===== src/cbs_pkg.sv =====
// Package for the column bubble sort block: word types, controller states and
// the command and status bundles between controller and datapath. No dependencies.
package cbs_pkg;

  // Default number of kept elements per run
  localparam int DEPTH_DEF = 32;
  // Number of matrix columns; columns at or above this are never kept
  localparam int MAX_COLS  = 16;
  // Width used to compare a column index against MAX_COLS
  localparam int COL_CMP_W = 9;

  localparam int VAL_W = 32;
  localparam int COL_W = 4;

  // Input word: one matrix element
  typedef struct packed {
    logic signed [VAL_W-1:0] element_value;
    logic [COL_W-1:0]        element_column;
    logic                    matrix_end;
  } cbs_in_t;

  // Output word: one sorted value
  typedef struct packed {
    logic signed [VAL_W-1:0] sorted_value;
    logic                    run_last;
    logic                    overflow_seen;
  } cbs_out_t;

  // Controller states
  typedef enum logic [2:0] {
    ST_LOAD,
    ST_START,
    ST_RD0,
    ST_RD1,
    ST_CMP,
    ST_WLAST,
    ST_ERD,
    ST_EWR
  } cbs_state_e;

  // Commands from controller to datapath
  typedef struct packed {
    logic load_en;     // input word accepted
    logic init_sort;   // set pass limit to count - 1
    logic pass_start;  // read entry 0, restart position and swap flag
    logic take_carry;  // latch entry 0 as the bubble, read position
    logic compare;     // compare bubble with read entry, write back smaller
    logic write_last;  // write bubble at pass limit, shrink limit
    logic emit_rd;     // read entry at output index
    logic emit_wr;     // load output register
    logic run_clear;   // empty the store for the next run
  } cbs_cmd_t;

  // Status from datapath to controller
  typedef struct packed {
    logic cnt_zero;
    logic cnt_one;
    logic at_lim;
    logic swap;
    logic lim_one;
    logic emit_last;
    logic out_free;
  } cbs_sts_t;

endpackage


===== src/column_bubble_sort.sv =====
// Column bubble sort: collects one column of a streamed matrix, sorts it
// ascending and sends it out. Depends on cbs_pkg, cbs_ctrl and cbs_datapath.
//
// Usage:
//   Input channel (in_valid_i / in_stall_o / in_word_i): one matrix element a
//   word. Words whose column equals the configured column are kept, up to
//   DEPTH of them; further ones are dropped and flagged. A word with
//   matrix_end set closes the load; the input stalls until the run is out.
//   Output channel (out_valid_o / out_stall_i / out_word_o): the kept values
//   in ascending order, run_last on the final word, overflow_seen on every
//   word of a run that dropped values. A run with nothing kept sends nothing.
//   Config channel (cfg_valid_i / cfg_ready_o / cfg_data_i): column select,
//   always ready; write it only while the block is idle.
// Sequence:
//   Loading takes one word a cycle. Sorting n values starts with the ST_START and
//   ST_RD0 states, then passes over the value store (one read, one write a cycle):
//   at most n - 1 passes, ending at the first pass with no swap. Output reads each
//   word from the store, then loads it into the output register, waiting while
//   the receiver stalls; the output register holds its word.
// Reset: clears the store count, drop flag, indices, column select and output valid, and sets the swap flag.
module column_bubble_sort
  import cbs_pkg::*;
#(
  parameter int DEPTH = DEPTH_DEF
) (
  input  logic             clk_i,
  input  logic             rst_ni,
  input  logic             in_valid_i,
  output logic             in_stall_o,
  input  cbs_in_t          in_word_i,
  output logic             out_valid_o,
  input  logic             out_stall_i,
  output cbs_out_t         out_word_o,
  input  logic             cfg_valid_i,
  output logic             cfg_ready_o,
  input  logic [COL_W-1:0] cfg_data_i
);

  cbs_cmd_t cmd;
  cbs_sts_t sts;

  assign cfg_ready_o = 1'b1;

  // Sequencer
  cbs_ctrl u_ctrl (
    .clk_i      (clk_i),
    .rst_ni     (rst_ni),
    .in_valid_i (in_valid_i),
    .in_last_i  (in_word_i.matrix_end),
    .sts_i      (sts),
    .cmd_o      (cmd),
    .in_stall_o (in_stall_o)
  );

  // Store, compare and output
  cbs_datapath #(
    .DEPTH (DEPTH)
  ) u_datapath (
    .clk_i       (clk_i),
    .rst_ni      (rst_ni),
    .cmd_i       (cmd),
    .in_word_i   (in_word_i),
    .cfg_valid_i (cfg_valid_i),
    .cfg_data_i  (cfg_data_i),
    .out_stall_i (out_stall_i),
    .sts_o       (sts),
    .out_valid_o (out_valid_o),
    .out_word_o  (out_word_o)
  );

endmodule


===== src/cbs_ctrl.sv =====
// Controller state machine for the column bubble sort block: load, sort passes
// and output burst. Depends on cbs_pkg.
module cbs_ctrl
  import cbs_pkg::*;
(
  input  logic     clk_i,
  input  logic     rst_ni,
  input  logic     in_valid_i,
  input  logic     in_last_i,
  input  cbs_sts_t sts_i,
  output cbs_cmd_t cmd_o,
  output logic     in_stall_o
);

  cbs_state_e state_q, state_d;

  // State register
  always_ff @(posedge clk_i or negedge rst_ni) begin
    if (!rst_ni) begin
      state_q <= ST_LOAD;
    end else begin
      state_q <= state_d;
    end
  end

  // Next state and commands
  always_comb begin
    state_d    = state_q;
    cmd_o      = '0;
    in_stall_o = 1'b1;
    case (state_q)
      ST_LOAD: begin
        in_stall_o = 1'b0;
        if (in_valid_i) begin
          cmd_o.load_en = 1'b1;
          if (in_last_i) begin
            state_d = ST_START;
          end
        end
      end
      ST_START: begin
        if (sts_i.cnt_zero) begin
          cmd_o.run_clear = 1'b1;
          state_d         = ST_LOAD;
        end else if (sts_i.cnt_one) begin
          state_d = ST_ERD;
        end else begin
          cmd_o.init_sort = 1'b1;
          state_d         = ST_RD0;
        end
      end
      ST_RD0: begin
        cmd_o.pass_start = 1'b1;
        state_d          = ST_RD1;
      end
      ST_RD1: begin
        cmd_o.take_carry = 1'b1;
        state_d          = ST_CMP;
      end
      ST_CMP: begin
        cmd_o.compare = 1'b1;
        if (sts_i.at_lim) begin
          state_d = ST_WLAST;
        end
      end
      ST_WLAST: begin
        cmd_o.write_last = 1'b1;
        // Start the next pass at once, or stop when sorted
        if (sts_i.swap && !sts_i.lim_one) begin
          cmd_o.pass_start = 1'b1;
          state_d          = ST_RD1;
        end else begin
          state_d = ST_ERD;
        end
      end
      ST_ERD: begin
        cmd_o.emit_rd = 1'b1;
        state_d       = ST_EWR;
      end
      ST_EWR: begin
        if (sts_i.out_free) begin
          cmd_o.emit_wr = 1'b1;
          if (sts_i.emit_last) begin
            cmd_o.run_clear = 1'b1;
            state_d         = ST_LOAD;
          end else begin
            state_d = ST_ERD;
          end
        end
      end
      default: begin
        state_d = ST_LOAD;
      end
    endcase
  end

endmodule


===== src/cbs_datapath.sv =====
// Datapath for the column bubble sort block: value store, bubble register,
// pass counters, column register and output register. Depends on cbs_pkg.
module cbs_datapath
  import cbs_pkg::*;
#(
  parameter int DEPTH = DEPTH_DEF
) (
  input  logic             clk_i,
  input  logic             rst_ni,
  input  cbs_cmd_t         cmd_i,
  input  cbs_in_t          in_word_i,
  input  logic             cfg_valid_i,
  input  logic [COL_W-1:0] cfg_data_i,
  input  logic             out_stall_i,
  output cbs_sts_t         sts_o,
  output logic             out_valid_o,
  output cbs_out_t         out_word_o
);

  localparam int AW = (DEPTH > 1) ? $clog2(DEPTH) : 1;
  localparam int CW = $clog2(DEPTH + 1);

  logic signed [VAL_W-1:0] mem [DEPTH];
  logic signed [VAL_W-1:0] rd_q;
  logic signed [VAL_W-1:0] carry_q, carry_d;
  logic [CW-1:0]           cnt_q, cnt_d;
  logic                    drop_q, drop_d;
  logic [AW-1:0]           pos_q, pos_d;
  logic [AW-1:0]           lim_q, lim_d;
  logic [AW-1:0]           idx_q, idx_d;
  logic                    swap_q, swap_d;
  logic [COL_W-1:0]        col_sel_q;
  logic                    out_valid_q, out_valid_d;
  cbs_out_t                out_word_q;

  logic                    we, re;
  logic [AW-1:0]           waddr, raddr;
  logic signed [VAL_W-1:0] wdata;
  logic                    sel, has_room, gt, at_lim, emit_last;

  assign sel = (in_word_i.element_column == col_sel_q) &&
               (COL_CMP_W'(in_word_i.element_column) < COL_CMP_W'(MAX_COLS));
  assign has_room  = cnt_q < CW'(DEPTH);
  assign gt        = carry_q > rd_q;
  assign at_lim    = pos_q == lim_q;
  assign emit_last = (CW'(idx_q) + CW'(1)) == cnt_q;

  // Memory port selection
  always_comb begin
    we    = 1'b0;
    waddr = '0;
    wdata = carry_q;
    re    = 1'b0;
    raddr = '0;
    if (cmd_i.load_en && sel && has_room) begin
      we    = 1'b1;
      waddr = cnt_q[AW-1:0];
      wdata = in_word_i.element_value;
    end
    if (cmd_i.compare) begin
      we    = 1'b1;
      waddr = pos_q - AW'(1);
      wdata = gt ? rd_q : carry_q;
      if (!at_lim) begin
        re    = 1'b1;
        raddr = pos_q + AW'(1);
      end
    end
    if (cmd_i.write_last) begin
      we    = 1'b1;
      waddr = lim_q;
      wdata = carry_q;
    end
    if (cmd_i.pass_start) begin
      re    = 1'b1;
      raddr = '0;
    end
    if (cmd_i.take_carry) begin
      re    = 1'b1;
      raddr = pos_q;
    end
    if (cmd_i.emit_rd) begin
      re    = 1'b1;
      raddr = idx_q;
    end
  end

  // Value store with registered read
  always_ff @(posedge clk_i) begin
    if (we) begin
      mem[waddr] <= wdata;
    end
    if (re) begin
      rd_q <= mem[raddr];
    end
  end

  // Next values of counters and flags
  always_comb begin
    cnt_d       = cnt_q;
    drop_d      = drop_q;
    pos_d       = pos_q;
    lim_d       = lim_q;
    idx_d       = idx_q;
    swap_d      = swap_q;
    carry_d     = carry_q;
    out_valid_d = out_valid_q && out_stall_i;
    if (cmd_i.load_en && sel) begin
      if (has_room) begin
        cnt_d = cnt_q + CW'(1);
      end else begin
        drop_d = 1'b1;
      end
    end
    if (cmd_i.init_sort) begin
      lim_d = AW'(cnt_q - CW'(1));
    end
    if (cmd_i.pass_start) begin
      pos_d  = AW'(1);
      swap_d = 1'b0;
    end
    if (cmd_i.take_carry) begin
      carry_d = rd_q;
    end
    if (cmd_i.compare) begin
      if (gt) begin
        swap_d = 1'b1;
      end else begin
        carry_d = rd_q;
      end
      if (!at_lim) begin
        pos_d = pos_q + AW'(1);
      end
    end
    if (cmd_i.write_last) begin
      lim_d = lim_q - AW'(1);
    end
    if (cmd_i.emit_wr) begin
      idx_d       = idx_q + AW'(1);
      out_valid_d = 1'b1;
    end
    if (cmd_i.run_clear) begin
      cnt_d  = '0;
      drop_d = 1'b0;
      idx_d  = '0;
    end
  end

  // Control registers
  always_ff @(posedge clk_i or negedge rst_ni) begin
    if (!rst_ni) begin
      cnt_q       <= '0;
      drop_q      <= 1'b0;
      pos_q       <= '0;
      lim_q       <= '0;
      idx_q       <= '0;
      swap_q      <= 1'b1;
      col_sel_q   <= '0;
      out_valid_q <= 1'b0;
    end else begin
      cnt_q       <= cnt_d;
      drop_q      <= drop_d;
      pos_q       <= pos_d;
      lim_q       <= lim_d;
      idx_q       <= idx_d;
      swap_q      <= swap_d;
      out_valid_q <= out_valid_d;
      if (cfg_valid_i) begin
        col_sel_q <= cfg_data_i;
      end
    end
  end

  // Bubble and output word registers
  always_ff @(posedge clk_i) begin
    carry_q <= carry_d;
    if (cmd_i.emit_wr) begin
      out_word_q.sorted_value  <= rd_q;
      out_word_q.run_last      <= emit_last;
      out_word_q.overflow_seen <= drop_q;
    end
  end

  assign sts_o.cnt_zero  = cnt_q == '0;
  assign sts_o.cnt_one   = cnt_q == CW'(1);
  assign sts_o.at_lim    = at_lim;
  assign sts_o.swap      = swap_q;
  assign sts_o.lim_one   = lim_q == AW'(1);
  assign sts_o.emit_last = emit_last;
  assign sts_o.out_free  = !out_valid_q || !out_stall_i;

  assign out_valid_o = out_valid_q;
  assign out_word_o  = out_word_q;

endmodule


===== config.mk =====
export PLATFORM = sky130hd
export DESIGN_NAME = column_bubble_sort
export DESIGN_NICKNAME = d
export VERILOG_FILES = /design/src/cbs_pkg.sv /design/src/column_bubble_sort.sv /design/src/cbs_ctrl.sv /design/src/cbs_datapath.sv
export SDC_FILE = /design/constraint.sdc
export NUM_CORES = 1
export LEC_CHECK = 0
export ABC_AREA = 1
export BUFFER_PORTS_ARGS = -buffer_cell sky130_fd_sc_hd__buf_2
export CAP_MARGIN = 20
export CORE_ASPECT_RATIO = 0.6
export CORE_UTILIZATION = 30
export DETAILED_ROUTE_END_ITERATION = 12
export PLACE_DENSITY = 0.41
export SLEW_MARGIN = 10
export SYNTH_ARGS = -nofsm -noshare
export SYNTH_HDL_FRONTEND = slang
export SYNTH_SLANG_ARGS = --single-unit
export TNS_END_PERCENT = 20

===== constraint.sdc =====
create_clock -name clk_i -period 4.8 [get_ports clk_i]
set_input_delay 0.24 -clock clk_i [delete_from_list [all_inputs] [get_ports clk_i]]
set_output_delay 0.24 -clock clk_i [all_outputs]
set_load 0.02 [all_outputs]

==> impl_metrics.env, run 1 <==
export IMPL_cp_common_cell="nand2_1"
export IMPL_hp_start="in_word_i[0]"
export IMPL_finalSetupViolCount=0
export IMPL_cts_buffer_depth=3
export IMPL_num_io_pins=83
export IMPL_peakVddDrop_mv=0.454
export IMPL_tns_ps=0
export IMPL_nFillCells=17200
export IMPL_antenna_found_initial=10
export IMPL_grt_pass1_wl_um=270000
export IMPL_syn_instance_count=5034
export IMPL_vias_per_cell=5.04
export IMPL_layout_drive_gt1_share_pct=9.12
export IMPL_async_flop_share_pct=2.69
export IMPL_detail_route_wl_per_cell_um=25.4
export IMPL_ant_nets=0
export IMPL_p_leak_nw=24.3
export IMPL_critPathKind="reg2reg"
export IMPL_grt_usage_pct=21.3
export IMPL_maxSlewViolCount=0
export IMPL_cts_inserted_buffers=111
export IMPL_core_area_um2=171000
export IMPL_dpl_hpwl_um=106000
export IMPL_synthTopCellsByArea="edfxtp_1 (63%), nand3_1 (11%), nand2_1 (9.2%)"
export IMPL_synthFlopType="edfxtp_1"
export IMPL_cts_sinks=1153
export IMPL_critPathSlowestCell="nor2_1"
export IMPL_avgSynthCellArea_um2=10.3
export IMPL_cts_root_buf="clkbuf_16"
export IMPL_first_pass_iters=7
export IMPL_required_ps=5280
export IMPL_cp_end_kind="flip-flop"
export IMPL_arrival_ps=4530
export IMPL_slowest_delay_ps=570
export IMPL_grt_pass1_vias=35400
export IMPL_post_route_period_util_pct=84.3
export IMPL_cap_violations=0
export IMPL_outcome="complete, no violations"
export IMPL_max_freq_mhz=247
export IMPL_dpl_instance_area_um2=56200
export IMPL_nets=5203
export IMPL_vias=37600
export IMPL_worst_pin_slew_ps=1060
export IMPL_crit_path_start="u_datapath.rd_q[31]$_DFFE_PP_"
export IMPL_synthesis_nets=5120
export IMPL_routed_wl_um=190000
export IMPL_synth_top_area_share_pct=63.0
export IMPL_htree_levels=3
export IMPL_die_area_um2=175000
export IMPL_start_kind="flip-flop"
export IMPL_syn2layout_area_growth_pct=15.1
export IMPL_grt_overflow=0
export IMPL_die_x_um=539
export IMPL_hold_viol_final=0
export IMPL_synth_seq_cells=1153
export IMPL_fin_worst_skew_ps=37.1
export IMPL_yosysUniqueCellTypes=45
export IMPL_place_gp_congestion=0.843
export IMPL_power_density_nw_per_um2=693
export IMPL_first_iter_violations=4200
export IMPL_path_cells="inv_1 > ha_1 > nand2_1 > nor2_1 > nand2_1 > nor4_1 > buf_4 > nand2_1 > nand3_1 > nand3_2 > buf_4 > nor2_1 > nand2_1 > nand3_1 > buf_4"
export IMPL_hold_path_class="in2reg"
export IMPL_crit_fanout=32
export IMPL_fin_crit_ps=4050
export IMPL_ys_warn_count=0
export IMPL_die_h_um=324
export IMPL_worst_path_buf_inv=4
export IMPL_io_buffers=81
export IMPL_critPathTopFamily="simple AND/OR/NAND/NOR gates"
export IMPL_route_detailed_drc=0
export IMPL_synthesis_area_um2=52000
export IMPL_cts_tree="built"
export IMPL_cts_hold_buffers=14
export IMPL_rr_startpoint="u_datapath.rd_q[31]$_DFFE_PP_"
export IMPL_total_power_mw=41.5
export IMPL_cts_resized_gates=0
export IMPL_clk_insertion_delay_late_ps=730
export IMPL_ys_seq_area_share_pct=65.7
export IMPL_yosys_area_top_type="edfxtp_1"
export IMPL_start_util_pct=30.4
export IMPL_cts_setup_buffers=0
export IMPL_design_area_um2=59800
export IMPL_grt_start_max_net_pins=123
export IMPL_timing_slew_headroom_pct=28.9
export IMPL_placementRows=117
export IMPL_synth_edf_count=1090
export IMPL_clk_pin_slew_ps=70
export IMPL_rsz0062_at_grt="no"
[power breakdown]
group / total, mW / internal [mW] / switching [mW]
Combinational: 17.1 / 4.53 / 12.6
Clock: 8.86 / 4.86 / 4.00
Sequential: 15.5 / 14.7 / 0.791
[layout by cell type (no fill, tap or decap), drive strengths merged, types with 2 or more instances in the layout]
cell type / Yosys / routed
xnor2: 2 / 2
mux2: 2 / 2
inv: 640 / 641
dfrtp: 30 / 30
o21bai: 30 / 30
xor2: 10 / 10
diode: 0 / 3
nand2: 1281 / 1281
dlygate4sd3: 0 / 14
buf: 207 / 268
clkinv: 1 / 40
a31oi: 6 / 6
o22ai: 7 / 7
ha: 40 / 40
nor3: 6 / 6
o31ai: 2 / 2
bufinv: 0 / 8
o21a: 2 / 2
o21ai: 64 / 64
nor2: 77 / 77
clkbuf: 105 / 156
nor4: 4 / 4
nand3: 1152 / 1152
o211ai: 4 / 4
dfxtp: 32 / 32
nand3b: 160 / 160
edfxtp: 1090 / 1090
a21oi: 34 / 34
nand4: 39 / 39
[cell type report]
type	count	area, µm²	share of cell area, %
clock inverter	49	429	0.717
inverter	641	2410	4.03
timing repair buffer	282	2650	4.43
multi-input combinational	2928	14300	23.9
sequential	1153	34100	57.1
antenna	3	7.51	0.0126
tap	2261	2830	4.73
clock buffer	156	3070	5.13
[per-stage QoR]
stage                     setup slack (ps)  util (%)  hold WS, ps  instances
after floorplan                       1110         -        -55.6       5034
after global placement                 913      32.9          381       7251
after detailed placement               885      32.9          373       7251
after CTS                              827      35.0         48.6       7470
after global routing                   481      35.0         90.9       7471
final                                  751      35.0         89.3       7473
[state kept, by name (all words and copies together), names as in the netlist]
register,flops
u_datapath.carry_q,32
u_datapath.idx_q,5
u_datapath.col_sel_q,4
u_datapath.cnt_q,6
u_datapath.lim_q,5
u_ctrl.state_q,3
u_datapath.out_word_o,34
u_datapath.swap_q,1
u_datapath.pos_q,5
u_datapath.drop_q,1
u_datapath.mem,1024
u_datapath.rd_q,32
u_datapath.out_valid_o,1
[layer usage]
layer / GRT usage, % / vias up / wire length [µm] / part of all wire (%)
met2: 30.4 / 1242 / 79300 / 42
li1: - / 17200 / - / -
met3: 4.05 / 238 / 13200 / 7.0
met1: 33.0 / 18900 / 93400 / 49
met4: 4.67 / 8 / 4020 / 2.1
met5: 0 / - / 44 / 0.023
[final timing paths]
check                                                      endpoint  cells past startpoint  slack (ps)
worst max-delay path                u_datapath.mem[8][28]$_DFFE_PP_                     15         750
worst min-delay path                  u_ctrl.state_q[0]$_DFFE_PN0P_                      5          90
worst max register to register      u_datapath.mem[8][28]$_DFFE_PP_                     15         750
worst min register to register        u_datapath.carry_q[0]$_DFF_P_                      2         500
max in group asynchronous             u_datapath.pos_q[1]$_DFF_PN0_                      2        4070
min in group asynchronous       u_datapath.col_sel_q[1]$_DFFE_PN0P_                      2         180
[cells by family (layout without fill, tap and decap cells)]
logic type | after synthesis | after routing | synth area share, %
and+or+nand+nor | 2721 | 2721 | 23.9
DFF | 1153 | 1153 | 65.7
buffers and inverters | 953 | 1128 | 7.50
AOI/OAI and AO/OA | 152 | 152 | 1.73
adders and majority gates | 40 | 40 | 0.963
xor gates and xnor gates | 12 | 12 | 0.202
muxes | 2 | 2 | 0.0433
other | 1 | 4 | 0.00721
[synthesized netlist by cell type, types with 2 or more instances]
master and instances:
buf_4 31, buf_1 17, nand2_2 2, nor4_1 4, o21ai_0 61, o211ai_1 4, dfxtp_1 32, o21ai_2 2
nand3b_1 160, edfxtp_1 1090, xor2_1 10, o22ai_1 6, xnor2_1 2, buf_2 158, o21a_1 2, mux2_2 2
nand2_4 2, nor2_1 76, a21oi_1 33, o31ai_1 2, inv_2 6, nor3_1 6, dfrtp_1 30, clkbuf_1 105
o21bai_1 30, inv_1 634, ha_1 40, a31oi_1 6, nand3_1 1151, nand4_1 39, nand2_1 1277
[worst reg2reg max path, stage by stage (launching register included)]
cell and delay (ps):
edfxtp_1 520, inv_1 80, ha_1 420, nand2_1 110
nor2_1 220, nand2_1 110, nor4_1 430, buf_4 220
nand2_1 70, nand3_1 120, nand3_2 100, buf_4 210
nor2_1 580, nand2_1 130, nand3_1 120, buf_4 350
Note: power is estimated with default switching activity, not from simulation.
==> inputs of run 2 (changes only) <==
ABC_AREA = 0   (was 1)
clock period = 3.9 ns   (was 4.8 ns; I/O delays follow)
==> run 2 against run 1 <==
Net effect: the flow now finishes with violations (design-rule violations); synthesized area decreased by 7.4%; synthesized cell count is 45% lower; clock power is 28% higher.
==> impl_metrics.env, run 2 <==
export IMPL_first_iter_violations=2844
export IMPL_p_comb_share_pct=42.1
export IMPL_syn2layout_area_growth_pct=19.5
export IMPL_whs_ps=104
export IMPL_vias_per_cell=5.09
export IMPL_grt_start_max_net_pins=57
export IMPL_synth_edf_count=1090
export IMPL_synthFlopType="edfxtp_1"
export IMPL_power_density_nw_per_um2=909
export IMPL_grt_pass1_wl_um=220000
export IMPL_cts_root_buf="clkbuf_16"
export IMPL_antenna_found_initial=9
export IMPL_io_buffers=81
export IMPL_grt_usage_pct=19.6
export IMPL_largest_register="u_datapath.mem"
export IMPL_async_flop_share_pct=2.69
export IMPL_post_route_period_util_pct=96.8
export IMPL_intPower_mw=33.3
export IMPL_worst_pin_slew_ps=1040
export IMPL_clk_pin_slew_ps=70
export IMPL_yosys_area_top_type="edfxtp_1"
export IMPL_place_gp_congestion=0.816
export IMPL_required_ps=4470
export IMPL_largest_register_ffs=1024
export IMPL_layout_commonest_cell="edfxtp_1"
export IMPL_sw_frac_of_total_pct=36.3
export IMPL_clk_insertion_delay_late_ps=730
export IMPL_ant_nets=0
export IMPL_power_frac_seq_pct=36.4
export IMPL_cts_tree="built"
export IMPL_cap_violations=0
export IMPL_rsz0062_at_grt="no"
export IMPL_dpl_instance_area_um2=53400
export IMPL_synth_adder_area_share_pct=1.04
export IMPL_synthesis_nets=2877
export IMPL_final_core_util_pct=36.2
export IMPL_start_kind="flip-flop"
export IMPL_violations="design-rule violations"
export IMPL_cp_end_kind="flip-flop"
export IMPL_p_sw_mw=19.0
export IMPL_synth_compound_area_share_pct=5.10
export IMPL_detail_route_wl_per_cell_um=30.6
export IMPL_htree_levels=3
export IMPL_layout_common_cells="edfxtp_1 (1090), mux2i_1 (514), mux2_2 (268), a22oi_1 (132)"
export IMPL_synthesis_area_um2=48100
export IMPL_placementRows=113
export IMPL_max_freq_mhz=265
export IMPL_synth_seq_cells=1153
export IMPL_vias=27000
export IMPL_p_leak_nw=21.5
export IMPL_first_pass_iters=9
export IMPL_grt_pass1_vias=26600
export IMPL_design_area_um2=57500
export IMPL_peakVddDrop_mv=0.732
export IMPL_route_detailed_drc=2
export IMPL_maxSlewViolCount=0
export IMPL_core_area_um2=159000
export IMPL_critPathKind="reg2reg"
export IMPL_routed_wl_um=162000
export IMPL_dpl_hpwl_um=94900
export IMPL_hold_viol_final=0
export IMPL_tns_ps=0
export IMPL_final_instance_count_excl_fill=5301
export IMPL_synthTopCellsByArea="edfxtp_1 (68%), mux2i_1 (11%), mux2_2 (6.3%)"
export IMPL_ys_warn_count=0
export IMPL_nets=3164
export IMPL_synth_top_family_by_area="multiplexers"
export IMPL_cts_sinks=1153
export IMPL_ys_seq_area_share_pct=71.0
export IMPL_num_io_pins=83
export IMPL_finalSetupViolCount=0
export IMPL_timing_slew_headroom_pct=30.8
export IMPL_yosysMostFrequentCell="edfxtp_1"
export IMPL_nFillCells=14700
export IMPL_yosysUniqueCellTypes=69
export IMPL_grt_overflow=0
export IMPL_die_area_um2=162000
export IMPL_cts_inserted_buffers=113
export IMPL_outcome="finished, violations left"
export IMPL_layout_drive_gt1_share_pct=26.4
export IMPL_synth_mux_area_fraction_pct=17.0
export IMPL_synth_xor_area_share_pct=0.510
export IMPL_fin_crit_ps=3770
export IMPL_crit_fanout=41
export IMPL_hold_path_class="in2async"
export IMPL_fin_worst_skew_ps=34.3
export IMPL_die_h_um=312
export IMPL_dp_cells=5067
export IMPL_arrival_ps=4340
export IMPL_syn_instance_count=2791
export IMPL_cts_buffer_depth=3
export IMPL_start_util_pct=30.3
export IMPL_synthTopCellsByCount="edfxtp_1 (1090), mux2i_1 (515), mux2_2 (268)"
export IMPL_yosys_area_share_simple_pct=2.80
export IMPL_avgSynthCellArea_um2=17.2
export IMPL_die_x_um=519
export IMPL_p_clk_share_pct=21.5
export IMPL_synth_top_area_share_pct=68.0
[run 2: cell types whose count changed in the layout (fill, tap and decap cells not counted), sizes merged, moves of 157 or more]
cell,previous run,this run
mux2,2,270
nand3b,160,3
mux2i,0,515
nand3,1152,10
nand2,1281,66
inv,641,51
[run 2: power by group through the flow]
stage / clock network [mW] / registers [mW] / logic (mW)
6_report: 11.3 / 19.0 / 22.0
5_1_grt: 12.0 / 19.1 / 23.4
4_1_cts: 11.5 / 19.0 / 21.7
3_5_place_dp: 0 / 19.3 / 21.6
3_3_place_gp: 0 / 19.3 / 21.4
2_1_floorplan: 0 / 19.1 / 12.9
[run 2: repair_timing]
action | in CTS | in global routing
resized for setup | 2 | 21
endpoints found under the hold margin | 41 | 0
hold buffers | 12 | 0
cloned | 0 | 4
setup buffers | 0 | 7
endpoints found under the setup margin | 5 | 494
pin swaps | 0 | 3
[run 2: cells by family (layout without fill, tap and decap cells)]
logic type	count (synthesis)	in the layout
and+or+nand+nor	258	258
adders and majority gates	40	40
xor gates and xnor gates	28	28
other	1	2
muxes	785	785
buffers and inverters	197	579
DFF	1153	1153
AOI/OAI and AO/OA	329	329
[run 2: routing by layer]
metal | share of wire, % | GRT usage [%] | up-vias
met2 | 42 | 28.2 | 882
met5 | 0 | 0 | -
met1 | 49 | 30.0 | 14200
met3 | 6.0 | 3.62 | 214
li1 | - | - | 11700
met4 | 2.5 | 5.16 | 0
[run 2: worst paths after layout]
check | endpoint | startpoint | cells past startpoint | slack [ps]
min in group clk_i | u_datapath.mem[26][20]$_DFFE_PP_ | in_word_i[25] | 4 | 110
worst max register to register | u_datapath.rd_q[2]$_DFFE_PP_ | u_datapath.pos_q[1]$_DFF_PN0_ | 13 | 130
worst min register to register | u_datapath.carry_q[31]$_DFF_P_ | u_datapath.carry_q[31]$_DFF_P_ | 1 | 530
worst min-delay path | u_datapath.drop_q$_DFFE_PN0P_ | rst_ni | 2 | 100
worst max-delay path | u_datapath.rd_q[2]$_DFFE_PP_ | u_datapath.pos_q[1]$_DFF_PN0_ | 13 | 130
max in group asynchronous | u_ctrl.state_q[1]$_DFFE_PN0P_ | rst_ni | 2 | 3240
[run 2: final cells by class]
type / instances / area, µm² / area share [%]
antenna: 1 / 2.50 / 0.00435
multi-input combinational: 1441 / 13100 / 22.8
tap: 2127 / 2660 / 4.63
inverter: 45 / 169 / 0.294
clock buffer: 135 / 2960 / 5.15
clock inverter: 75 / 779 / 1.36
sequential: 1153 / 34200 / 59.4
timing repair buffer: 324 / 3650 / 6.35
[run 2: worst max-delay path, stage by stage, from the launching register on]
cell,delay (ps)
dfrtp_1,390
buf_4,160
inv_1,70
ha_1,220
nor2b_1,150
and2_1,210
a222oi_1,490
buf_4,260
buf_12,240
buf_16,310
mux2i_1,130
mux2_2,300
a22oi_1,300
and4_1,300
[run 2: through the flow]
step	setup WS, ps	total power [mW]
2_1_floorplan	-180	32.0
3_3_place_gp	-224	40.7
3_5_place_dp	-140	40.8
4_1_cts	-57.8	52.3
5_1_grt	16.0	54.5
6_report	126	52.3
